<file path="src/rtl/rgb565_frame_delta_encoder_unit_macros.svh">
// ---------------------------------------------------------------------------
// RGB565 frame delta encoder assertion macros
// Shared concurrent assertion shorthands for the encoder RTL.
// ---------------------------------------------------------------------------
`ifndef RGB565_FRAME_DELTA_ENCODER_UNIT_MACROS_SVH
`define RGB565_FRAME_DELTA_ENCODER_UNIT_MACROS_SVH

// A property that must hold in the same cycle, ignored while reset is high.
`define RGBFDE_ASSERT(label, clk, rst, prop, msg) \
   label: assert property (@(posedge clk) disable iff (rst) prop) \
      else $error(msg);

// A condition that must be followed by another one in the next cycle.
`define RGBFDE_ASSERT_STEP(label, clk, rst, ante, cons, msg) \
   label: assert property (@(posedge clk) disable iff (rst) (ante) |=> (cons)) \
      else $error(msg);

`endif

</file>
<file path="src/rtl/rgbfde_pkg.sv">
// ---------------------------------------------------------------------------
// RGB565 frame delta encoder package
// Fixed field widths, register indexes, result kinds and the result type.
// ---------------------------------------------------------------------------
package rgbfde_pkg;

   // Field widths fixed by the interface.
   localparam int COLOR_W = 8;
   localparam int PIX_W   = 16;
   localparam int POS_W   = 9;
   localparam int BYTES_W = 22;
   localparam int CNT_W   = 19;
   localparam int SIZE_W  = 10;
   localparam int CSR_IDX_W = 2;

   // Saturation value of the per-frame change counter.
   localparam logic [CNT_W-1:0] CNT_MAX = {CNT_W{1'b1}};

   // Register indexes of the configuration port.
   localparam logic [CSR_IDX_W-1:0] CSR_FRAME_WIDTH  = 2'd0;
   localparam logic [CSR_IDX_W-1:0] CSR_FRAME_HEIGHT = 2'd1;
   localparam logic [CSR_IDX_W-1:0] CSR_FULL_MODE    = 2'd2;

   // Reset values of the configuration registers.
   localparam logic [SIZE_W-1:0] FRAME_WIDTH_RST  = 10'd512;
   localparam logic [SIZE_W-1:0] FRAME_HEIGHT_RST = 10'd512;

   // Result kinds.
   localparam logic KIND_RECORD  = 1'b0;
   localparam logic KIND_SUMMARY = 1'b1;

   // One result as it leaves the block.
   typedef struct packed {
      logic               kind;
      logic [POS_W-1:0]   row;
      logic [POS_W-1:0]   col;
      logic [PIX_W-1:0]   pixel_value;
      logic [BYTES_W-1:0] delta_bytes;
      logic               last;
   } result_type;

endpackage

</file>
<file path="src/rtl/rgbfde_pos.sv">
// ---------------------------------------------------------------------------
// RGB565 frame delta encoder raster position
// Row and column counters, frame store address and end-of-frame flag.
// ---------------------------------------------------------------------------
`include "rgb565_frame_delta_encoder_unit_macros.svh"

module rgbfde_pos #(
   parameter int MAX_WIDTH  = 512,
   parameter int MAX_HEIGHT = 512
) (
   input  logic                                        clock,
   input  logic                                        reset,
   input  logic                                        advance,
   input  logic [rgbfde_pkg::SIZE_W-1:0]               frame_width,
   input  logic [rgbfde_pkg::SIZE_W-1:0]               frame_height,
   output logic [$clog2(MAX_HEIGHT)-1:0]               row,
   output logic [$clog2(MAX_WIDTH)-1:0]                col,
   output logic [$clog2(MAX_WIDTH*MAX_HEIGHT)-1:0]     addr,
   output logic                                        end_of_frame
);

   localparam int CW = $clog2(MAX_WIDTH);
   localparam int RW = $clog2(MAX_HEIGHT);
   localparam int AW = $clog2(MAX_WIDTH*MAX_HEIGHT);
   localparam int WSW = (CW + 1 > rgbfde_pkg::SIZE_W) ? CW + 1 : rgbfde_pkg::SIZE_W;
   localparam int HSW = (RW + 1 > rgbfde_pkg::SIZE_W) ? RW + 1 : rgbfde_pkg::SIZE_W;

   logic [CW-1:0]  col_ff, col_in;
   logic [RW-1:0]  row_ff, row_in;
   logic [WSW-1:0] width_cfg, width_eff, width_last;
   logic [HSW-1:0] height_cfg, height_eff, height_last;
   logic           col_at_end, row_at_end;

   // Clamp the configured frame size into 1..MAX.
   always_comb begin
      width_cfg  = WSW'(frame_width);
      height_cfg = HSW'(frame_height);
      if (width_cfg == '0) begin
         width_eff = WSW'(1);
      end else if (width_cfg > WSW'(MAX_WIDTH)) begin
         width_eff = WSW'(MAX_WIDTH);
      end else begin
         width_eff = width_cfg;
      end
      if (height_cfg == '0) begin
         height_eff = HSW'(1);
      end else if (height_cfg > HSW'(MAX_HEIGHT)) begin
         height_eff = HSW'(MAX_HEIGHT);
      end else begin
         height_eff = height_cfg;
      end
      width_last  = width_eff - WSW'(1);
      height_last = height_eff - HSW'(1);
   end

   // A counter at or past the last position wraps, so a shrunk size wraps at once.
   assign col_at_end = WSW'(col_ff) >= width_last;
   assign row_at_end = HSW'(row_ff) >= height_last;

   always_comb begin
      col_in = col_ff;
      row_in = row_ff;
      if (advance) begin
         if (col_at_end) begin
            col_in = '0;
            if (row_at_end) begin
               row_in = '0;
            end else begin
               row_in = row_ff + RW'(1);
            end
         end else begin
            col_in = col_ff + CW'(1);
         end
      end
   end

   always_ff @(posedge clock) begin
      if (reset) begin
         col_ff <= '0;
         row_ff <= '0;
      end else begin
         col_ff <= col_in;
         row_ff <= row_in;
      end
   end

   // Frame store address is row-major with a fixed pitch of MAX_WIDTH.
   assign addr         = AW'(row_ff) * AW'(MAX_WIDTH) + AW'(col_ff);
   assign row          = row_ff;
   assign col          = col_ff;
   assign end_of_frame = col_at_end && row_at_end;

   `RGBFDE_ASSERT(a_col_range, clock, reset, (32'(col_ff) < MAX_WIDTH), "column out of range")
   `RGBFDE_ASSERT_STEP(a_frame_wrap, clock, reset, advance && col_at_end && row_at_end, (row_ff == '0) && (col_ff == '0), "frame did not wrap")

endmodule

</file>
<file path="config.mk">
export PLATFORM = sky130hd
export DESIGN_NAME = rgbfde_pos
export DESIGN_NICKNAME = d
export VERILOG_FILES = /design/src/rtl/rgbfde_pkg.sv /design/src/rtl/rgbfde_pos.sv
export VERILOG_INCLUDE_DIRS = /design/src /design/src/rtl
export SDC_FILE = /design/constraint.sdc
export NUM_CORES = 1
export LEC_CHECK = 0
export ABC_AREA = 0
export BUFFER_PORTS_ARGS = -buffer_cell sky130_fd_sc_hd__buf_2
export CAP_MARGIN = 30
export CORE_MARGIN = 2
export CORE_UTILIZATION = 52
export DETAILED_ROUTE_END_ITERATION = 16
export PLACE_DENSITY = 0.78
export SYNTH_ARGS = -nofsm -noshare
export SYNTH_HDL_FRONTEND = slang
export SYNTH_SLANG_ARGS = --single-unit
</file>
<file path="constraint.sdc">
create_clock -name clock -period 4.6 [get_ports clock]
set_input_delay 0.46 -clock clock [delete_from_list [all_inputs] [get_ports clock]]
set_output_delay 0.46 -clock clock [all_outputs]
set_load 0.03 [all_outputs]
</file>
# Word-level counts from Yosys, hierarchy flattened
# Cells that the tools add are included.
# Widths: inputs -> output; s select.
# word_totals
output_inout_bits	37
in_bits	23
elab_cells	21
ff_bits	18
# classes
muxes	6
addsub	5
n_reduce_logical	4
order_cmp	4
# op_table
op	n
$mux 10	4
$ge 9x10->1	2
$gt 10x10->1 const B	2
$logic_not 10->1	2
$sub 10x1->10 const B	2
$add 18x9->18	1
$add 9x1->9 const B	2
$mux 9	2
$reduce_and 2->1	1
$logic_and 1x1->1	1

# Depth between registers and ports, before layout
# logic_depth
depth_word	6
ltp_mapped	17

# Worst setup path before layout
# OpenSTA, ideal clock, no wires.
# synth_path
path_kind	input port to output port
from	input frame_width[2] (netlist bit)
to	output end_of_frame
path_buffers	1
stages	15
slack_ns	0.757
arrival_time_ns	3.383
cell_sequence	or4_4 -> or3_4 -> nor3_1 -> o21bai_1 -> ha_1 -> clkbuf_1 -> o21ai_0 -> a21oi_1 -> ha_1 -> o21a_1 -> o211ai_1 -> a31o_2 -> nand2_1 -> a21oi_1 -> nor2_1
# synth_between
elab_chain_cells	6
elab_cells_between_ends	7
classes_between	add/sub: 1; order compare: 2; mux: 2; reduce/logical: 2
# synth_lines
element	line_no	source
start: declaration	rgbfde_pos.sv:14	input logic [rgbfde_pkg::SIZE_W-1:0] frame_width,
$gt 10x10->1	rgbfde_pos.sv:40	end else if (width_cfg > WSW'(MAX_WIDTH)) begin
$mux 10	rgbfde_pos.sv:40	
$mux 10 (*)	rgbfde_pos.sv:38	if (width_cfg == '0) begin
$sub 10x1->10 (*)	rgbfde_pos.sv:52	width_last = width_eff - WSW'(1);
$ge 9x10->1 (*)	rgbfde_pos.sv:57	assign col_at_end = WSW'(col_ff) >= width_last;
$logic_and 1x1->1 (*)	rgbfde_pos.sv:91	assign end_of_frame = col_at_end && row_at_end;
end: declaration	rgbfde_pos.sv:19	output logic end_of_frame
# Every way passes the cells marked *; elsewhere a longest branch is shown, timed or not.

# Final worst setup path
# Ends and elaborated chain as after synthesis.

==> out/qor.txt <==
status = complete, no violations
Final ANT Viol Nets = 0
initial core utilization = 0.551
placed cells = 315
post-synthesis sequential area ratio = 0.193
Final period util = 0.907
CP Class = input port to output port
fraction of layout cells with a size suffix above 1 = 0.275
CP max stage delay = 550 ps
Final Hold Viols = 0
Worst EP arrival = 3710 ps
met3 routed WL = 226 µm
FF+latch area = 360 µm²
number of synthesized flops with an enable pin = 0
Top Layer Used = met4
TritonCTS Buffers = 3
largest net degree at the start of global routing = 18
Vias/cell = 5.51
M1 WL = 2050 µm
filler instances = 304
Worst Skew = 1.80 ps
Worst path top cell family by delay = simple AND/OR/NAND/NOR gates
Syn Nets = 280
final RePlAce weighted congestion = 0.885
Boundary Pins = 60
post-cts sizing count = 0
initial antenna violation count = 0
Clock Latency Late Sink = 300 ps
Synth area leaders = dfxtp_1 (19%), ha_1 (15%), buf_4 (7.2%), nor2_1 (4.0%), o21ai_0 (3.8%)
post-layout minimum cycle time = 4170 ps
Seq cells post-synth = 18
Netlist Area Pre-Place = 0.00187 mm²
Critical Path, Cell by Cell = buf_2 > or4_4 > or3_4 > nor3_1 > o21bai_1 > ha_1 > o21ai_0 > o21ai_0 > a21oi_1 > ha_1 > o21a_1 > o211ai_1 > a31o_2 > nand2_1 > a21oi_1 > nor2_1 > buf_2
maximum VDD drop = 136 µV
met2 wire len = 1740 µm
Area growth, synth to finish = 11.6%
wire per inst = 12.7 µm
drt first pass iters = 4
Worst-Margin Slew = 348 ps
postcts setup bufs = 0
crit-path max FO = 10
setup violators final = 0
Worst slew margin = 0.766
Yosys warning count = 0
Post-Route WL = 4040 µm
ant diodes = 0
Max Fclk = 0.240 GHz
drt drc = 0
HPWL after DPL = 3170 µm
Nets = 319
die area = 0.00409 mm²
overflow left after global routing = 0
count leader, synth = ha_1
hold_buf cts = 0
clk sinks = 18
startpoint types = input port
clk slew on worst S/H paths = 110 ps
die height = 63.9 µm
die width = 63.9 µm
vias in the first global route = 1503
via count = 1758
Multi-input gate area = 0.00128 mm²
HP Class = input port to register
Cell variety after synth = 51
Synth area leader = dfxtp_1
synth cell count leaders = ha_1 (22), nor2_1 (20), buf_4 (18), dfxtp_1 (18), nand2_1 (17)
CP max-delay cell = or4_4
Syn Area/Cell = 7.94 µm²
num rows = 21
Maximum Capacitance Violations = 0
first-pass GRT wire length = 7090 µm
area share of the largest cell type after synthesis = 0.193
Slew Limit Fails = 0
pwr dens = 167 mW/mm²
CTS tree = built
worst endpoint required time = 4140 ps
Tot GR Track Use = 0.210
Clock Root Buffer = clkbuf_4
core area = 0.00339 mm²
Worst Setup Slack, final = 427 ps
setup TNS = 0 ps
Synth Flop Type = dfxtp_1
initial drt markers = 106
RSZ-0062 raised after global routing = no
hold slack = 482 ps
Async S/R FF share, synth = 0
synthesized instance count = 235
Finished Layout Cells = 319
Buffers on Ports = 59
endpoint type of the worst setup path = output port
Crit path buffers/inverters = 2
DP Worst Slack = 447 ps
Static Leakage = 0.946 nW
htree depth = 1
deepest clock path buffer count = 2
through the flow:
stage / util / area, µm² / power, W
global route: 0.615 / 2080 / 0.000367
detailed placement: 0.604 / 2050 / 0.000250
global placement: 0.604 / 2050 / 0.000249
floorplan: - / 1870 / 0.000224
finish: 0.615 / 2080 / 0.000348
CTS: 0.615 / 2080 / 0.000346
power breakdown:
group | leakage, nW | internal [W] | switching [W]
registers | 0.145 | 0.000158 | 0.00000397
logic | 0.779 | 0.0000362 | 0.0000496
clock network | 0.0210 | 0.0000483 | 0.0000520
total | 0.946 | 0.000242 | 0.000106
flip-flops by register name, summed over array words and instances, names as in the netlist:
| name | flops |
|---|---|
| row | 9 |
| col | 9 |
layout by cell type, fill, tap and decap left out, types with 5 or more instances in the layout:
| cell | count |
|---|---|
| a21oi_1 | 8 |
| buf_2 | 59 |
| dfxtp_1 | 18 |
| ha_1 | 22 |
| inv_1 | 9 |
| nand2_1 | 17 |
| nand2b_1 | 6 |
| nand3_1 | 12 |
| nand4_1 | 6 |
| nor2_1 | 20 |
| nor3_1 | 8 |
| o21a_1 | 5 |
| o21ai_0 | 14 |
| xnor2_1 | 6 |
| xor2_1 | 7 |
per-layer routing:
| layer | track usage | vias up |
|---|---|---|
| li1 | - | 927 |
| met2 | 0.311 | 51 |
| met3 | 0.0546 | 2 |
| met1 | 0.307 | 778 |
| met5 | 0 | - |
| met4 | 0.0326 | 0 |
worst reg2reg max path, stage by stage, from the launching register on:
cell and delay [ps]:
dfxtp_1 500, inv_1 90, ha_1 290, or3b_1 370, o2111ai_1 110, a31o_2 220, a31oi_2 80, buf_4 190
or2_1 330, nor2_1 130
layout make-up:
| class | instances | area share |
|---|---|---|
| clock buffer | 4 | 0.0174 |
| inverter | 9 | 0.0162 |
| multi-input combinational | 181 | 0.617 |
| sequential | 18 | 0.173 |
| tap | 46 | 0.0276 |
| timing repair buffer | 61 | 0.149 |
final timing paths:
path | start | end | slack [ps] | cells past startpoint
hold / removal | reset | row[0] | 480 | 2
setup / recovery | frame_width[2] | end_of_frame | 430 | 17
hold reg to reg | row[8] | row[8] | 560 | 2
setup reg to reg | col[0] | col[2] | 2230 | 9
kinds of logic (layout without fill, tap and decap cells):
family,count (synthesis),count (layout),synth area share
and+or+nand+nor,86,86,0.245
AOI/OAI and AO/OA,60,60,0.235
buffers and inverters,36,74,0.119
adders and majority gates,22,22,0.147
DFF,18,18,0.193
xor gates and xnor gates,13,13,0.0610
Note: power is estimated with default switching activity, not from simulation.
