**src/rtl/rgb565_frame_delta_encoder_unit_macros.svh**
```systemverilog
// ---------------------------------------------------------------------------
// RGB565 frame delta encoder assertion macros
// Shared concurrent assertion shorthands for the encoder RTL.
// ---------------------------------------------------------------------------
`ifndef RGB565_FRAME_DELTA_ENCODER_UNIT_MACROS_SVH
`define RGB565_FRAME_DELTA_ENCODER_UNIT_MACROS_SVH

// A property that must hold in the same cycle, ignored while reset is high.
`define RGBFDE_ASSERT(label, clk, rst, prop, msg) \
   label: assert property (@(posedge clk) disable iff (rst) prop) \
      else $error(msg);

// A condition that must be followed by another one in the next cycle.
`define RGBFDE_ASSERT_STEP(label, clk, rst, ante, cons, msg) \
   label: assert property (@(posedge clk) disable iff (rst) (ante) |=> (cons)) \
      else $error(msg);

`endif

```
**src/rtl/rgbfde_pkg.sv**
```systemverilog
// ---------------------------------------------------------------------------
// RGB565 frame delta encoder package
// Fixed field widths, register indexes, result kinds and the result type.
// ---------------------------------------------------------------------------
package rgbfde_pkg;

   // Field widths fixed by the interface.
   localparam int COLOR_W = 8;
   localparam int PIX_W   = 16;
   localparam int POS_W   = 9;
   localparam int BYTES_W = 22;
   localparam int CNT_W   = 19;
   localparam int SIZE_W  = 10;
   localparam int CSR_IDX_W = 2;

   // Saturation value of the per-frame change counter.
   localparam logic [CNT_W-1:0] CNT_MAX = {CNT_W{1'b1}};

   // Register indexes of the configuration port.
   localparam logic [CSR_IDX_W-1:0] CSR_FRAME_WIDTH  = 2'd0;
   localparam logic [CSR_IDX_W-1:0] CSR_FRAME_HEIGHT = 2'd1;
   localparam logic [CSR_IDX_W-1:0] CSR_FULL_MODE    = 2'd2;

   // Reset values of the configuration registers.
   localparam logic [SIZE_W-1:0] FRAME_WIDTH_RST  = 10'd512;
   localparam logic [SIZE_W-1:0] FRAME_HEIGHT_RST = 10'd512;

   // Result kinds.
   localparam logic KIND_RECORD  = 1'b0;
   localparam logic KIND_SUMMARY = 1'b1;

   // One result as it leaves the block.
   typedef struct packed {
      logic               kind;
      logic [POS_W-1:0]   row;
      logic [POS_W-1:0]   col;
      logic [PIX_W-1:0]   pixel_value;
      logic [BYTES_W-1:0] delta_bytes;
      logic               last;
   } result_type;

endpackage

```
**src/rtl/rgbfde_out.sv**
```systemverilog
// ---------------------------------------------------------------------------
// RGB565 frame delta encoder result buffer
// Holds the pixel record and the summary of one pixel and hands them out in order.
// ---------------------------------------------------------------------------
`include "rgb565_frame_delta_encoder_unit_macros.svh"

module rgbfde_out (
   input  logic                   clock,
   input  logic                   reset,
   input  logic                   load,
   input  logic                   load_rec,
   input  logic                   load_sum,
   input  rgbfde_pkg::result_type rec_data,
   input  rgbfde_pkg::result_type sum_data,
   output logic                   can_load,
   output logic                   rsp_valid,
   input  logic                   rsp_stall,
   output rgbfde_pkg::result_type rsp_data
);

   logic                   rec_vld_ff, rec_vld_in;
   logic                   sum_vld_ff, sum_vld_in;
   rgbfde_pkg::result_type rec_ff;
   rgbfde_pkg::result_type sum_ff;
   logic                   take;

   // The record goes out before the summary.
   assign rsp_valid = rec_vld_ff || sum_vld_ff;
   assign rsp_data  = rec_vld_ff ? rec_ff : sum_ff;
   assign take      = rsp_valid && !rsp_stall;

   // Room for new results once the buffer is empty or its last result leaves.
   assign can_load = (!rec_vld_ff && !sum_vld_ff) || (take && (rec_vld_ff ^ sum_vld_ff));

   always_comb begin
      rec_vld_in = rec_vld_ff;
      sum_vld_in = sum_vld_ff;
      if (take) begin
         if (rec_vld_ff) begin
            rec_vld_in = 1'b0;
         end else begin
            sum_vld_in = 1'b0;
         end
      end
      if (load) begin
         rec_vld_in = load_rec;
         sum_vld_in = load_sum;
      end
   end

   always_ff @(posedge clock) begin
      if (reset) begin
         rec_vld_ff <= 1'b0;
         sum_vld_ff <= 1'b0;
      end else begin
         rec_vld_ff <= rec_vld_in;
         sum_vld_ff <= sum_vld_in;
      end
   end

   // Result payload.
   always_ff @(posedge clock) begin
      if (load) begin
         rec_ff <= rec_data;
         sum_ff <= sum_data;
      end
   end

   `RGBFDE_ASSERT(a_load_room, clock, reset, (load |-> can_load), "results loaded over pending ones")

endmodule

```
**config.mk**
```make
export PLATFORM = sky130hd
export DESIGN_NAME = rgbfde_out
export DESIGN_NICKNAME = d
export VERILOG_FILES = /design/src/rtl/rgbfde_pkg.sv /design/src/rtl/rgbfde_out.sv
export VERILOG_INCLUDE_DIRS = /design/src /design/src/rtl
export SDC_FILE = /design/constraint.sdc
export NUM_CORES = 1
export LEC_CHECK = 0
export BUFFER_PORTS_ARGS = -buffer_cell sky130_fd_sc_hd__clkbuf_2
export CELL_PAD_IN_SITES_DETAIL_PLACEMENT = 1
export CELL_PAD_IN_SITES_GLOBAL_PLACEMENT = 2
export CORE_AREA = 2 2 104 131
export CTS_BUF_LIST = sky130_fd_sc_hd__clkbuf_8
export CTS_CLUSTER_DIAMETER = 100
export DETAILED_ROUTE_END_ITERATION = 16
export DIE_AREA = 0 0 106 133
export PLACE_DENSITY_LB_ADDON = 0.1
export SYNTH_ARGS = -nofsm -noshare
export SYNTH_HDL_FRONTEND = slang
export SYNTH_SLANG_ARGS = --single-unit
```
**constraint.sdc**
```tcl
create_clock -name clock -period 1.8 [get_ports clock]
set_clock_uncertainty 0.2 [all_clocks]
set_input_delay 0.27 -clock clock [delete_from_list [all_inputs] [get_ports clock]]
set_output_delay 0.27 -clock clock [all_outputs]
set_load 0.05 [all_outputs]
```
==> results of run 1 <==
cell families after synthesis:
group / share of synthesized area, %
DFF: 81.98
buffers and inverters: 1.368
and+or+nand+nor: 0.2620
AOI/OAI and AO/OA: 0.9025
muxes: 15.20
adders and majority gates: 0.2911
metrics by stage:
| stage | hold WS (ns) | worst slack [ns] |
|---|---|---|
| floorplan | 0.1324 | 0.08621 |
| global placement | 0.2468 | 0.1096 |
| detailed placement | 0.2488 | 0.09592 |
==> impl_metrics.xml, run 1 <==
<?xml version="1.0" encoding="UTF-8"?>
<metrics>
  <group name="die">
    <metric name="floorplan.die.width" unit="µm">106</metric>
    <metric name="initial_utilization" unit="%">33.07</metric>
    <metric name="dieHeight" unit="µm">133</metric>
    <metric name="floorplan.rows" unit="">47</metric>
    <metric name="io_pins" unit="">182</metric>
  </group>
  <group name="clocking">
    <metric name="cts_hold_buf" unit="">117</metric>
    <metric name="post_cts_buffers" unit="">3</metric>
    <metric name="h-tree-depth" unit="">4</metric>
    <metric name="clock_path_buffers" unit="">2</metric>
    <metric name="clock_sink_count" unit="">118</metric>
    <metric name="numCtsBuffers" unit="">17</metric>
    <metric name="clock_tree.root_cell" unit="">clkbuf_8</metric>
    <metric name="ctsResizeCount" unit="">134</metric>
  </group>
  <group name="place">
    <metric name="io_buffer_count" unit="">181</metric>
    <metric name="dp.final_hpwl" unit="µm">6954</metric>
    <metric name="dpl.cell_count" unit="">549</metric>
    <metric name="placement.cell_area" unit="µm²">5500</metric>
    <metric name="gp_congestion" unit="">0.7126</metric>
  </group>
  <group name="synth">
    <metric name="ys_top_cells_by_area" unit="">edfxtp_1 81%, mux2_2 15%, dfxtp_1 0.93%, buf_2 0.58%, ha_1 0.29%</metric>
    <metric name="post-synth-top-count-cell" unit="">edfxtp_1</metric>
    <metric name="post-synth-top-area-fraction" unit="%">81.05</metric>
    <metric name="syn_inst" unit="">196</metric>
    <metric name="synth_largest_area_cell" unit="">edfxtp_1</metric>
    <metric name="yosys.cell_types.count" unit="">16</metric>
    <metric name="syn_nets" unit="">319</metric>
    <metric name="synth_warnings" unit="">0</metric>
    <metric name="post_synth.cell_area_avg" unit="µm²">21.93</metric>
    <metric name="yosysSeqAreaShare" unit="%">81.98</metric>
    <metric name="mappedNetlistArea" unit="µm²">4298</metric>
    <metric name="main_flop_type_after_synthesis" unit="">edfxtp_1</metric>
    <metric name="synth_enable_flop_cells" unit="">116</metric>
    <metric name="ys_async_sr_fraction" unit="%">0</metric>
    <metric name="ys_seq_elements" unit="">118</metric>
    <metric name="post_synth_most_frequent_cells" unit="">116 x edfxtp_1, 58 x mux2_2, 5 x buf_2</metric>
  </group>
  <group name="status">
    <metric name="lastStage" unit="">clock tree synthesis (4_1_cts)</metric>
    <metric name="first-error" unit="">[ERROR RSZ-0060] Max buffer count reached.</metric>
    <metric name="outcome" unit="">did not finish</metric>
  </group>
</metrics>
==> run 2, diff against run 1 <==
Settings changed: CELL_PAD_IN_SITES_DETAIL_PLACEMENT 1 to not set, CELL_PAD_IN_SITES_GLOBAL_PLACEMENT 2 to not set, CORE_AREA 2 2 104 131 to 2 2 123 125, CTS_BUF_LIST sky130_fd_sc_hd__clkbuf_8 to not set, CTS_CLUSTER_DIAMETER 100 to not set, DIE_AREA 0 0 106 133 to 0 0 125 127, PLACE_DENSITY_LB_ADDON 0.1 to 0.15.
==> run 2 against run 1 <==
Compared with the run above: the flow now finishes, with violations (negative setup slack); synthesized cell count stayed put; synthesized area stayed put.
==> impl_metrics.xml, run 2 <==
<?xml version="1.0" encoding="UTF-8"?>
<metrics>
  <group name="critical_path">
    <metric name="rrSetupSlack" unit="ns">0.29</metric>
    <metric name="arrival" unit="ns">1.59</metric>
    <metric name="critical_path.endpoint_type" unit="">primary output</metric>
    <metric name="cpPeakStageDelay" unit="ns">0.38</metric>
    <metric name="crit_type" unit="">register to primary output</metric>
    <metric name="worstSetupStartpoint" unit="">rec_vld_ff$_SDFFE_PP0P_</metric>
    <metric name="critPathSlowestCell" unit="">dfxtp_4</metric>
    <metric name="critPathRequiredTime" unit="ns">1.33</metric>
    <metric name="critical_path.reg2reg.startpoint" unit="">rec_vld_ff$_SDFFE_PP0P_</metric>
    <metric name="startpoint_type" unit="">register</metric>
    <metric name="critical_path.max_fanout" unit="">8</metric>
    <metric name="timing.critical_path.cells" unit="">buf_6 -&gt; buf_16 -&gt; mux2_4 -&gt; clkbuf_16</metric>
    <metric name="worstPathBufferInverterCount" unit="">3</metric>
    <metric name="crit_family" unit="">buffers and inverters</metric>
  </group>
  <group name="place">
    <metric name="io_buffer_count" unit="">181</metric>
    <metric name="gp_congestion" unit="">0.7209</metric>
    <metric name="setup_slack_at_placement" unit="ns">0.08018</metric>
    <metric name="placement.cell_area" unit="µm²">5489</metric>
    <metric name="dp.final_hpwl" unit="µm">6286</metric>
    <metric name="dpl.cell_count" unit="">560</metric>
  </group>
  <group name="final_layout">
    <metric name="finalNonFillerCells" unit="">725</metric>
    <metric name="drive_above_1_share" unit="%">54.34</metric>
    <metric name="finalCoreUtilization" unit="%">59.18</metric>
    <metric name="insertedDiodeCount" unit="">0</metric>
    <metric name="biggestRegsByFlops" unit="">rec_ff (58), sum_ff (58)</metric>
    <metric name="final_cell_area" unit="µm²">8536</metric>
    <metric name="nNetsFinal" unit="">651</metric>
    <metric name="flow.area_growth_from_synthesis" unit="%">98.60</metric>
    <metric name="layout_common_cells" unit="">120 x clkbuf_2, 119 x dlygate4sd3_1, 116 x edfxtp_1</metric>
    <metric name="final_common_cell" unit="">clkbuf_2</metric>
    <metric name="fillers" unit="">1088</metric>
  </group>
  <group name="die">
    <metric name="initial_utilization" unit="%">29.80</metric>
    <metric name="coreArea" unit="µm²">14420</metric>
    <metric name="io_pins" unit="">182</metric>
    <metric name="floorplan.rows" unit="">44</metric>
    <metric name="floorplan.die.width" unit="µm">125</metric>
    <metric name="dieHeight" unit="µm">127</metric>
    <metric name="die-area" unit="µm²">15880</metric>
  </group>
  <group name="synth">
    <metric name="yosys.cell_types.count" unit="">16</metric>
    <metric name="synth_largest_area_cell" unit="">edfxtp_1</metric>
    <metric name="syn_inst" unit="">196</metric>
    <metric name="synth_warnings" unit="">0</metric>
    <metric name="ys_top_cells_by_area" unit="">edfxtp_1 81%, mux2_2 15%, dfxtp_1 0.93%, buf_2 0.58%, ha_1 0.29%</metric>
    <metric name="syn_nets" unit="">319</metric>
    <metric name="ys_async_sr_fraction" unit="%">0</metric>
    <metric name="main_flop_type_after_synthesis" unit="">edfxtp_1</metric>
    <metric name="post_synth.cell_area_avg" unit="µm²">21.93</metric>
    <metric name="synth_enable_flop_cells" unit="">116</metric>
    <metric name="post_synth_most_frequent_cells" unit="">116 x edfxtp_1, 58 x mux2_2, 5 x buf_2</metric>
    <metric name="post-synth-top-area-fraction" unit="%">81.05</metric>
    <metric name="post-synth-top-count-cell" unit="">edfxtp_1</metric>
    <metric name="yosysSeqAreaShare" unit="%">81.98</metric>
    <metric name="ys_seq_elements" unit="">118</metric>
    <metric name="mappedNetlistArea" unit="µm²">4298</metric>
  </group>
  <group name="status">
    <metric name="outcome" unit="">finished, violations left</metric>
    <metric name="failed_checks" unit="">negative setup slack</metric>
  </group>
  <group name="global_routing">
    <metric name="first_global_vias" unit="">3625</metric>
    <metric name="grt.total_usage" unit="%">15.99</metric>
    <metric name="grt_start_max_net_pins" unit="">44</metric>
    <metric name="number_of_antenna_violations_at_the_first_check_in_global_routing" unit="">0</metric>
    <metric name="first_pass_grt_wire_length" unit="µm">19030</metric>
    <metric name="overflow" unit="">0</metric>
  </group>
  <group name="drt">
    <metric name="drt-vias-per-instance" unit="">4.243</metric>
    <metric name="detail_route.drc_violations" unit="">0</metric>
    <metric name="drt-total-wl" unit="µm">11990</metric>
    <metric name="route.detailed.wl_per_inst" unit="µm">16.54</metric>
    <metric name="drtPass1Iterations" unit="">4</metric>
    <metric name="detail_route.iter0.violations" unit="">138</metric>
    <metric name="routed-via-count" unit="">3076</metric>
    <metric name="ant_nets" unit="">0</metric>
  </group>
  <group name="timing">
    <metric name="setup_repair_after_global_routing_missed_its_margin" unit="">true</metric>
    <metric name="report.final.setup_viol" unit="">60</metric>
    <metric name="final_max_slew_viol_count" unit="">0</metric>
    <metric name="max_slew.worst_pin.slew" unit="ns">0.3121</metric>
    <metric name="layout_worst_path_cycle_share" unit="%">114.2</metric>
    <metric name="min_period" unit="ns">2.055</metric>
    <metric name="fin_ws" unit="ns">-0.2551</metric>
    <metric name="max_freq" unit="MHz">486.6</metric>
    <metric name="slew_headroom" unit="%">79.19</metric>
    <metric name="final_hold_viol_count" unit="">0</metric>
  </group>
  <group name="hold_path">
    <metric name="min-delay-start" unit="">load</metric>
    <metric name="hp-class" unit="">input pin to register</metric>
  </group>
  <group name="clocking">
    <metric name="clock_tree.root_cell" unit="">clkbuf_16</metric>
    <metric name="h-tree-depth" unit="">4</metric>
    <metric name="clock_latency" unit="ns">0.41</metric>
    <metric name="clock_path_buffers" unit="">2</metric>
    <metric name="clock_sink_count" unit="">118</metric>
    <metric name="cts_tree" unit="">yes</metric>
    <metric name="numCtsBuffers" unit="">17</metric>
    <metric name="clk_pin_slew_worst_paths" unit="ns">0.06</metric>
  </group>
  <group name="power">
    <metric name="power.leakage" unit="nW">3.575</metric>
    <metric name="power-per-cell-area" unit="nW/µm²">991.7</metric>
    <metric name="design_power_total" unit="W">0.008464</metric>
    <metric name="ir_drop" unit="V">0.0006643</metric>
  </group>
  <group name="run">
    <metric name="max_cap_violations" unit="">0</metric>
  </group>
</metrics>
run 2: cell counts after synthesis:
Identical to the previous run, type by type.
run 2: metal layers:
metal | vias to the layer above | track usage, % | wire [µm]
met5 | - | 0 | 0
met4 | 0 | 7.255 | 205
met3 | 19 | 5.821 | 788
met2 | 128 | 26.82 | 6177
met1 | 1486 | 18.42 | 4818
li1 | 1443 | - | -
run 2: what timing repair did:
item	in CTS	in global routing
gates cloned	6	0
resized for setup	210	44
buffers inserted	7	1
hold buffers	119	0
endpoints found under the hold margin	118	0
endpoints found under the setup margin	60	60
pin swaps	2	0
run 2: logic make-up (layout without fill, tap and decap cells):
group           after synthesis  after routing  synth area share, %
buf+inv                      11            356                1.368
fa+ha+maj                     1              1               0.2911
simple gates                  3              3               0.2620
mux                          58             58                15.20
compound gates                5              5               0.9025
flops                       118            118                81.98
run 2: layout make-up:
type                            count  area [µm²]  area share (%)
Clock buffer                       17       425.4           4.984
Tap cell                          184       230.2           2.697
Multi-Input combinational cell     67       945.9           11.08
Inverter                            4       20.02          0.2345
Timing Repair Buffer              320        3229           37.83
Sequential cell                   118        3527           41.32
Clock inverter                     15       157.7           1.847
run 2: stage by stage:
step / hold WS (ns) / setup TNS [ns]
after floorplan: 0.1324 / 0
after global placement: 0.2467 / 0
after detailed placement: 0.2487 / 0
after CTS: 0.05521 / -15.47
after global routing: 0.06101 / -16.23
final: 0.07532 / -12.86
run 2: final timing paths:
path / endpoint / cells past startpoint
max: rsp_data[8] / 4
max reg2reg: sum_vld_ff$_SDFFE_PP0P_ / 7
min reg2reg: sum_vld_ff$_SDFFE_PP0P_ / 3
min: sum_ff[11]$_DFFE_PP_ / 1
run 2: where the power goes:
group | internal [W] | total, W | switching, W
Sequential | 0.00326 | 0.00332 | 0.0000626
Combinational | 0.000980 | 0.00185 | 0.000872
Clock | 0.00204 | 0.00329 | 0.00125
(Power assumes the default switching activity.)
==> run 3, diff against run 2 <==
Settings changed: CORE_AREA 2 2 123 125 to 2 2 99 101, DIE_AREA 0 0 125 127 to 0 0 101 103.
==> run 3 against run 2 <==
Compared with the run above: synthesized area unchanged; the run now fails in clock tree synthesis (4_1_cts); synthesized cell count unchanged.
==> impl_metrics.xml, run 3 <==
<?xml version="1.0" encoding="UTF-8"?>
<metrics>
  <group name="status">
    <metric name="outcome" unit="">did not finish</metric>
    <metric name="lastStage" unit="">clock tree synthesis (4_1_cts)</metric>
    <metric name="first-error" unit="">[ERROR RSZ-0060] Max buffer count reached.</metric>
  </group>
  <group name="synth">
    <metric name="yosys.cell_types.count" unit="">16</metric>
    <metric name="syn_inst" unit="">196</metric>
    <metric name="main_flop_type_after_synthesis" unit="">edfxtp_1</metric>
    <metric name="post-synth-top-count-cell" unit="">edfxtp_1</metric>
    <metric name="synth_warnings" unit="">0</metric>
    <metric name="ys_async_sr_fraction" unit="%">0</metric>
    <metric name="ys_top_cells_by_area" unit="">edfxtp_1 81%, mux2_2 15%, dfxtp_1 0.93%, buf_2 0.58%, ha_1 0.29%</metric>
    <metric name="mappedNetlistArea" unit="µm²">4298</metric>
    <metric name="post_synth.cell_area_avg" unit="µm²">21.93</metric>
    <metric name="post-synth-top-area-fraction" unit="%">81.05</metric>
    <metric name="syn_nets" unit="">319</metric>
    <metric name="synth_largest_area_cell" unit="">edfxtp_1</metric>
    <metric name="synth_enable_flop_cells" unit="">116</metric>
    <metric name="ys_seq_elements" unit="">118</metric>
    <metric name="yosysSeqAreaShare" unit="%">81.98</metric>
    <metric name="post_synth_most_frequent_cells" unit="">116 x edfxtp_1, 58 x mux2_2, 5 x buf_2</metric>
  </group>
  <group name="clocking">
    <metric name="numCtsBuffers" unit="">17</metric>
    <metric name="clock_sink_count" unit="">118</metric>
    <metric name="h-tree-depth" unit="">4</metric>
    <metric name="clock_path_buffers" unit="">2</metric>
    <metric name="ctsResizeCount" unit="">152</metric>
    <metric name="cts_hold_buf" unit="">107</metric>
    <metric name="clock_tree.root_cell" unit="">clkbuf_8</metric>
    <metric name="post_cts_buffers" unit="">4</metric>
  </group>
  <group name="place">
    <metric name="gp_congestion" unit="">0.7401</metric>
    <metric name="io_buffer_count" unit="">181</metric>
    <metric name="dp.final_hpwl" unit="µm">5963</metric>
  </group>
  <group name="die">
    <metric name="floorplan.die.width" unit="µm">101</metric>
    <metric name="initial_utilization" unit="%">45.44</metric>
    <metric name="floorplan.rows" unit="">36</metric>
    <metric name="io_pins" unit="">182</metric>
    <metric name="dieHeight" unit="µm">103</metric>
  </group>
</metrics>
-- run 3: cell families after synthesis --
family,share of synthesized area [%]
flops,81.98
mux,15.20
buf+inv,1.368
compound gates,0.9025
simple gates,0.2620
fa+ha+maj,0.2911
-- run 3: through the flow --
stage	hold WS [ns]	setup slack, ns	cells	util (%)	cell area, µm²
after floorplan	0.1324	0.08621	196	-	4298
after global placement	0.2466	0.1181	494	57.42	5431
after detailed placement	0.2486	0.09781	494	57.42	5431
